## config.mk

```make
export PLATFORM = sky130hd
export DESIGN_NAME = ffba_cell
export DESIGN_NICKNAME = d
export VERILOG_FILES = /design/src/rtl/core/ffba_cell.sv
export SDC_FILE = /design/constraint.sdc
export NUM_CORES = 1
export LEC_CHECK = 0
export ABC_CLOCK_PERIOD_IN_PS = 1400
export BUFFER_PORTS_ARGS = -buffer_cell sky130_fd_sc_hd__buf_2
export CORE_AREA = 2 2 39 41
export DETAILED_ROUTE_END_ITERATION = 10
export DIE_AREA = 0 0 41 43
export MAX_ROUTING_LAYER = met4
export PLACE_DENSITY = 0.68
export SYNTH_ARGS = -nofsm -noshare
export SYNTH_HDL_FRONTEND = slang
export SYNTH_SLANG_ARGS = --single-unit
```

## constraint.sdc

```tcl
create_clock -name clk_i -period 1.4 [get_ports clk_i]
set_input_delay 0.14 -clock clk_i [delete_from_list [all_inputs] [get_ports clk_i]]
set_output_delay 0.14 -clock clk_i [all_outputs]
set_load 0.01 [all_outputs]
```

## src/rtl/core/ffba_cell.sv

```systemverilog
`timescale 1ns / 1ps
`default_nettype none
module ffba_cell #(
  parameter int unsigned LenW = 11
) (
  input  wire logic            clk_i,
  input  wire logic            rst_ni,
  input  wire logic            shift_i,
  input  wire logic            used_i,
  input  wire logic [LenW-1:0] len_i,
  output logic                 used_o,
  output logic [LenW-1:0]      len_o
);

  logic            used_q;
  logic [LenW-1:0] len_q;

  always_ff @(posedge clk_i or negedge rst_ni) begin
    if (!rst_ni) begin
      used_q <= 1'b0;
      len_q  <= '0;
    end else if (shift_i) begin
      used_q <= used_i;
      len_q  <= len_i;
    end
  end

  assign used_o = used_q;
  assign len_o  = len_q;

endmodule
`default_nettype wire

```

==> results of run 1 <==
[state kept, by name, summed over array words and instances (netlist names)]
name / count
len_o: 11
used_o: 1
[timing repair]
action,4_1_cts,5_1_grt
buffers inserted,0,0
hold buffers,1,0
hold endpoints to repair,12,0
[where the power goes]
group,internal (W),switching [W]
registers,0.000381,0.0000179
logic,0.0000861,0.0000572
clock network,0.0000990,0.0000945
total,0.000567,0.000170
[routing by layer]
metal  global-route usage  wire length [um]  share of wire  vias to the layer above
li1                     -                 -              -                      146
met1                0.128               344           0.42                      149
met2                0.156               398           0.48                       14
met3               0.0471                73          0.089                        2
met4                0.100                 4         0.0049                        0
met5                    -                 0              0                        -
[placed cells by master, fill, tap and decap left out]
cell type and count:
buf_2 26, clkbuf_4 3, dfrtp_1 12, dlygate4sd3_1 1, mux2_2 2, mux2_4 10
[layout make-up]
type	instances	area, um2	share of cell area
Sequential cell	12	300	0.458
Multi-Input combinational cell	12	173	0.263
Timing Repair Buffer	27	140	0.214
Clock buffer	3	22.5	0.0344
Tap cell	16	20.0	0.0305
[how the worst min path moves through the flow]
stage	from	end	slack, ns	cells past startpoint
5_1_grt	len_i[1]	len_o[1]$_DFFE_PN0P_	0.09	2
3_3_place_gp	rst_ni	used_o$_DFFE_PN0P_	0.03	1
4_1_cts	len_i[1]	len_o[1]$_DFFE_PN0P_	0.09	2
2_1_floorplan	rst_ni	len_o[0]$_DFFE_PN0P_	-0.16	0
6_report	len_i[1]	len_o[1]$_DFFE_PN0P_	0.11	2
3_5_place_dp	rst_ni	len_o[10]$_DFFE_PN0P_	0.03	1
[per-stage QoR]
stage          power (W)  cell area, um2   util
2_1_floorplan   0.000484             484      -
3_3_place_gp    0.000547             623  0.450
3_5_place_dp    0.000550             623  0.450
4_1_cts         0.000753             656  0.474
5_1_grt         0.000781             656  0.474
6_report        0.000736             656  0.474
[logic make-up after synthesis]
kind of cell,count (synthesis),share of synthesized area
buffers and inverters,1,0.0233
DFF,12,0.620
muxes,12,0.357
==> run_results.csv, run 1 <==
group,metric,value,unit
floorplan,dieArea,1760,um2
final_layout,synthToLayoutAreaGrowth,35.4,%
yosys,synth_top_area_cell,"dfrtp_1",
routing,ant_nets,0,
sta,skew,0,ns
yosys,seq_area_frac_synth,0.620,
sta,final-hold-violation-count,0,
outcome,status,"completed",
clock_tree,clockRootBuffer,"clkbuf_4",
critical_path,cp-end-kind,"primary output",
pwr,powerDensity,1120,nW/um2
routing,drc,0,
final_layout,nFillCells,137,
clock_tree,h-tree-depth,1,
critical_path,worst-setup-path-type,"register to primary output",
critical_path,crit_chain,"buf_2",
placement,dp.cells,66,
critical_path,cp-startpoint,"len_o[1]$_DFFE_PN0P_",
critical_path,cp_slowest_cell,"dfrtp_1",
global_route,grt.total_usage,0.117,
sta,min_period_over_period,0.659,
floorplan,num_io_pins,27,
yosys,synth_most_common_cell,"dfrtp_1",
yosys,synthTopCellsByCount,"12 x dfrtp_1, 10 x mux2_4, 2 x mux2_2",
sta,setup_viol,0,
floorplan,fp.dieH,43,um
global_route,grt_max_degree,13,
yosys,synth_seq_cells,12,
critical_path,critPathLaunchType,"register",
global_route,gr-total-overflow,0,
critical_path,cp_data_required_time,1.26,ns
sta,max_freq,1080,MHz
critical_path,rr_worst_depth,1,
critical_path,reg2reg_slack,0.64,ns
pwr,leakagePower,0.351,nW
final_layout,instances_no_fill,70,
final_layout,final_nets,71,
yosys,synth_area,484,um2
floorplan,core_region_area,1380,um2
sta,report.final.slew_viol_count,0,
yosys,synth_nets,40,
clock_tree,cts-resized-gates,0,
sta,tns,0,ns
clock_tree,worstSkewPairLatency,0.26,ns
sta,timing.hold.ws,0.106,ns
sta,tightest_slew,0.351,ns
critical_path,path_depth,1,
critical_path,worst_ep_arrival_time,0.78,ns
placement,io_buffer_count,26,
yosys,synth_edf_count,0,
yosys,syn-mean-instance-area,19.4,um2
routing,drtPass1Iterations,2,
yosys,synthCells,25,
sta,slew_headroom,0.766,
yosys,synthArstFlopShare,1.00,
routing,viasPerCell,4.44,
clock_tree,clk_pin_slew,0.07,ns
clock_tree,cts_buffers,3,
yosys,yosys-top-cells-area,"dfrtp_1 62%, mux2_4 31%, mux2_2 4.7%",
final_layout,diodes,0,
sta,period_needed,0.923,ns
yosys,synth_ff_type,"dfrtp_1",
critical_path,rr_startpoint,"len_o[7]$_DFFE_PN0P_",
final_layout,drive_gt1_frac,0.759,
hold_path,hold_class,"primary input to register",
floorplan,initial_core_util,0.350,
routing,drtIter0Drc,1,
clock_tree,cts_sinks,12,
floorplan,num_rows,14,
critical_path,slowest_delay,0.38,ns
critical_path,critical_path.top_delay_family,"flip-flops",
placement,dp_worst_setup_slack,0.430,ns
pwr,ir_drop,0.473,mV
critical_path,reg2reg_to,"len_o[7]$_DFFE_PN0P_",
sta,rsz0062_at_grt,"false",
routing,wl,821,um
clock_tree,cts_buffer_depth,2,
global_route,antenna_found_initial,0,
critical_path,path_max_fanout,2,
flow_run,maxCapViolCount,0,
yosys,ys_types,4,
clock_tree,cts_tree,"done",
critical_path,path_buf_inv,1,
sta,fin_ws,0.477,ns
yosys,synth_top_area_frac,0.620,
critical_path,setup.worst_path.end,"len_o[1]",
placement,gp_congestion,0.617,
global_route,grt_pass1_vias,299,
yosys,ys.warnings.count,0,
floorplan,die_width,41,um
global_route,grt_pass1_wl,1230,um
routing,vias,311,
routing,route.detailed.wl_per_inst,11.7,um
(Power assumes the default switching activity.)
==> run 2, diff against run 1 <==
Settings changed: ABC_CLOCK_PERIOD_IN_PS 1400 to 950.
Clock period 1.4 ns to 0.95 ns, I/O delays scaled along.
==> run_results.csv, run 2 (synthesis gave the netlist of run 1 again) <==
group,metric,value,unit
outcome,status,"completed",
clock_tree,cts-resized-gates,0,
placement,io_buffer_count,26,
critical_path,rr_startpoint,"len_o[3]$_DFFE_PN0P_",
sta,fin_ws,0.0526,ns
routing,route.detailed.wl_per_inst,13.1,um
routing,wl,953,um
critical_path,cp-startpoint,"len_o[9]$_DFFE_PN0P_",
clock_tree,h-tree-depth,1,
placement,dp.cells,68,
clock_tree,ctsHoldBuffers,1,
pwr,leakagePower,0.377,nW
hold_path,min_path_cells,2,
routing,drc,0,
routing,ant_nets,0,
final_layout,largest_register_ff_count,11,
final_layout,fin_area,709,um2
sta,skew,0,ns
pwr,clkPwrFrac,0.325,
critical_path,path_max_fanout,2,
sta,tns,0,ns
critical_path,cp_data_required_time,0.85,ns
sta,report.final.slew_viol_count,0,
final_layout,finish.utilization,0.513,
final_layout,layout_commonest_cell,"buf_2",
critical_path,worst_ep_arrival_time,0.80,ns
placement,place_area,663,um2
hold_path,hold_end,"len_o[9]$_DFFE_PN0P_",
critical_path,reg2reg_to,"len_o[3]$_DFFE_PN0P_",
pwr,combPwrFrac,0.191,
global_route,grt_pass1_vias,348,
floorplan,fp.dieH,43,um
pwr,seqPwrFrac,0.484,
pwr,switching_share,0.230,
routing,drtIter0Drc,0,
global_route,grt_max_degree,13,
final_layout,synthToLayoutAreaGrowth,46.5,%
pwr,powerDensity,1710,nW/um2
critical_path,path_depth,1,
floorplan,die_width,41,um
sta,rsz0062_at_grt,"false",
clock_tree,clk_pin_slew,0.07,ns
floorplan,dieArea,1760,um2
clock_tree,cts_setup_buffers,0,
flow_run,maxCapViolCount,0,
sta,final-hold-violation-count,0,
routing,drtPass1Iterations,1,
final_layout,final_nets,73,
clock_tree,cts_sinks,12,
final_layout,instances_no_fill,73,
routing,viasPerCell,4.33,
global_route,grt_pass1_wl,1470,um
critical_path,rr_worst_depth,1,
final_layout,mostFrequentLayoutCells,"26 x buf_2, 12 x dfrtp_1, 10 x mux2_4",
pwr,internal-power,0.000937,W
floorplan,num_rows,14,
sta,min_period_over_period,0.945,
clock_tree,cts_buffer_depth,2,
floorplan,initial_core_util,0.350,
placement,dpl.hpwl,724,um
sta,max_freq,1110,MHz
critical_path,crit_chain,"buf_2",
sta,tightest_slew,0.260,ns
clock_tree,cts_buffers,3,
routing,vias,316,
global_route,grt.total_usage,0.132,
clock_tree,clockRootBuffer,"clkbuf_4",
sta,period_needed,0.897,ns
floorplan,core_region_area,1380,um2
global_route,antenna_found_initial,0,
hold_path,hold_class,"primary input to register",
critical_path,cp_slowest_cell,"dfrtp_1",
sta,setup_viol,0,
pwr,ir_drop,0.736,mV
critical_path,path_buf_inv,1,
floorplan,num_io_pins,27,
clock_tree,worstSkewPairLatency,0.26,ns
critical_path,critical_path.top_delay_family,"flip-flops",
final_layout,diodes,0,
critical_path,reg2reg_slack,0.18,ns
hold_path,hp-start,"len_i[9]",
critical_path,slowest_delay,0.39,ns
critical_path,critPathLaunchType,"register",
placement,dp_worst_setup_slack,0.122,ns
final_layout,drive_gt1_frac,0.772,
sta,slew_headroom,0.827,
critical_path,worst-setup-path-type,"register to primary output",
pwr,p_sw,0.000279,W
critical_path,cp-end-kind,"primary output",
clock_tree,cts_tree,"done",
placement,gp_congestion,0.593,
global_route,gr-total-overflow,0,
==> run 2: cell types whose count changed in the layout (fill, tap and decap cells not counted), sizes merged <==
cell	previous run	this run
buf	26	28
clkbuf	3	4
==> run 2: how the worst max path moves through the flow <==
stage	end	slack (ns)
final	len_o[9]	0.05
after global routing	len_o[9]	0.009
after CTS	len_o[3]	0.04
after detailed placement	len_o[3]$_DFFE_PN0P_	0.12
after global placement	len_o[2]$_DFFE_PN0P_	0.14
after floorplan	len_o[0]$_DFFE_PN0P_	0.17
==> run 2: layer usage <==
layer / GRT usage / part of all wire / vias to the layer above
li1: - / - / 149
met1: 0.153 / 0.39 / 151
met2: 0.197 / 0.52 / 14
met3: 0.0314 / 0.079 / 2
met4: 0.0800 / 0.0073 / 0
met5: - / 0 / -
==> run 2: power by group through the flow <==
stage,sequential (W),clock (W),combinational (W)
2_1_floorplan,0.000622,0,0.0000916
3_3_place_gp,0.000599,0,0.000227
3_5_place_dp,0.000598,0,0.000234
4_1_cts,0.000589,0.000413,0.000238
5_1_grt,0.000595,0.000448,0.000253
6_report,0.000589,0.000395,0.000232
==> run 2: stage by stage <==
| stage | hold slack [ns] | total power, W |
|---|---|---|
| 3_3_place_gp | -0.0205 | 0.000826 |
| 3_5_place_dp | -0.0116 | 0.000832 |
| 2_1_floorplan | -0.201 | 0.000714 |
| 5_1_grt | 0.0362 | 0.00130 |
| 6_report | 0.0528 | 0.00122 |
| 4_1_cts | 0.0429 | 0.00124 |
==> run 2: cell type report <==
class                      count  area, um2
sequential                    12        300
fill                         122        674
multi-input combinational     12        173
tap                           16       20.0
clock buffer                   4       36.3
timing repair buffer          29        180
==> run 3, diff against run 2 <==
Settings changed: CELL_PAD_IN_SITES_DETAIL_PLACEMENT set to 0, CELL_PAD_IN_SITES_GLOBAL_PLACEMENT set to 1, CORE_AREA 2 2 39 41 to unset, CORE_UTILIZATION set to 32, DIE_AREA 0 0 41 43 to unset, PLACE_DENSITY 0.68 to unset, PLACE_DENSITY_LB_ADDON set to 0.1.
==> run_results.csv, run 3 (synthesis gave the netlist of run 1 again) <==
group,metric,value,unit
clock_tree,cts-resized-gates,0,
clock_tree,worstSkewPairLatency,0.27,ns
floorplan,num_rows,13,
global_route,antenna_found_initial,0,
routing,drtPass1Iterations,2,
sta,rsz0062_at_grt,"false",
critical_path,rr_startpoint,"len_o[9]$_DFFE_PN0P_",
global_route,grt.total_usage,0.135,
sta,slew_headroom,0.817,
floorplan,initial_core_util,0.359,
clock_tree,cts_buffer_depth,2,
sta,tns,0,ns
final_layout,diodes,0,
global_route,gr-total-overflow,0,
final_layout,finish.utilization,0.506,
floorplan,core_region_area,1350,um2
routing,route.detailed.wl_per_inst,13.0,um
floorplan,die_width,40.9,um
sta,skew,0,ns
routing,viasPerCell,4.60,
critical_path,path_max_fanout,2,
hold_path,hold_class,"primary input to register",
clock_tree,cts_setup_buffers,0,
final_layout,nFillCells,122,
critical_path,worst_ep_arrival_time,0.80,ns
clock_tree,clockRootBuffer,"clkbuf_4",
clock_tree,cts_buffers,3,
placement,gp_congestion,0.570,
critical_path,slowest_delay,0.39,ns
sta,tightest_slew,0.274,ns
sta,setup_viol,0,
outcome,status,"completed",
floorplan,num_io_pins,27,
routing,ant_nets,0,
pwr,powerDensity,1760,nW/um2
final_layout,layout_commonest_cell,"buf_2",
sta,timing.hold.ws,0.0549,ns
clock_tree,cts_tree,"done",
floorplan,fp.dieH,40.9,um
critical_path,critical_path.top_delay_family,"flip-flops",
global_route,grt_pass1_wl,1300,um
sta,min_period_over_period,0.941,
critical_path,path_buf_inv,1,
hold_path,hp-start,"len_i[4]",
routing,vias,331,
clock_tree,ctsHoldBuffers,1,
routing,drc,0,
final_layout,mostFrequentLayoutCells,"26 x buf_2, 12 x dfrtp_1, 10 x mux2_4",
critical_path,critPathLaunchType,"register",
sta,max_freq,1120,MHz
placement,io_buffer_count,26,
hold_path,min_path_cells,2,
critical_path,worst-setup-path-type,"register to primary output",
global_route,grt_pass1_vias,300,
pwr,finalPower,0.00121,W
global_route,grt_max_degree,13,
routing,wl,935,um
floorplan,dieArea,1670,um2
final_layout,drive_gt1_frac,0.772,
critical_path,cp-end-kind,"primary output",
hold_path,hold_end,"len_o[4]$_DFFE_PN0P_",
sta,final-hold-violation-count,0,
critical_path,reg2reg_slack,0.17,ns
pwr,leakagePower,0.368,nW
final_layout,final_nets,73,
pwr,ir_drop,0.918,mV
clock_tree,cts_sinks,12,
critical_path,rr_worst_depth,1,
critical_path,reg2reg_to,"len_o[9]$_DFFE_PN0P_",
final_layout,largest_register_ff_count,11,
final_layout,synthToLayoutAreaGrowth,41.1,%
final_layout,multi_input_area,173,um2
flow_run,maxCapViolCount,0,
clock_tree,h-tree-depth,1,
clock_tree,clk_pin_slew,0.08,ns
sta,period_needed,0.894,ns
critical_path,crit_chain,"buf_2",
critical_path,cp_data_required_time,0.85,ns
final_layout,register_area,300,um2
critical_path,cp_slowest_cell,"dfrtp_1",
sta,report.final.slew_viol_count,0,
routing,drtIter0Drc,4,
-- run 3: cell types whose count changed in the layout (fill, tap and decap cells not counted) --
cell	change
buf_12	-2
buf_4	+2
-- run 3: stage by stage --
stage	setup WS (ns)	area, um2	std cells
2_1_floorplan	0.171	484	25
3_3_place_gp	0.127	637	67
3_5_place_dp	0.0758	637	67
4_1_cts	0.0315	683	72
5_1_grt	0.00676	683	72
6_report	0.0562	683	72
-- run 3: metal layers --
| metal | global-route usage | routed length, um |
|---|---|---|
| met5 | - | 0 |
| met1 | 0.162 | 391 |
| met2 | 0.184 | 441 |
| met3 | 0.0489 | 84 |
| met4 | 0.100 | 18 |
-- run 3: final cells by class --
| type | count | share of cell area |
|---|---|---|
| flip-flops and latches | 12 | 0.440 |
| repair buffers | 29 | 0.227 |
| well taps | 15 | 0.0275 |
| clock buffers | 4 | 0.0531 |
| multi-input cells | 12 | 0.253 |
-- run 3: worst max path at each step --
stage,startpoint,to,slack [ns],depth (start not counted)
final,len_o[9]$_DFFE_PN0P_,len_o[9],0.06,1
after global routing,len_o[0]$_DFFE_PN0P_,len_o[0],0.007,1
after CTS,len_o[9]$_DFFE_PN0P_,len_o[9],0.03,1
after detailed placement,shift_i,len_o[9]$_DFFE_PN0P_,0.08,3
after global placement,shift_i,len_o[4]$_DFFE_PN0P_,0.13,3
after floorplan,len_o[0]$_DFFE_PN0P_,len_o[0]$_DFFE_PN0P_,0.17,1
-- run 3: power by group --
| part | switching (W) | internal [W] |
|---|---|---|
| logic | 0.0000888 | 0.000132 |
| clock network | 0.000165 | 0.000233 |
| registers | 0.0000251 | 0.000561 |
| total | 0.000279 | 0.000926 |
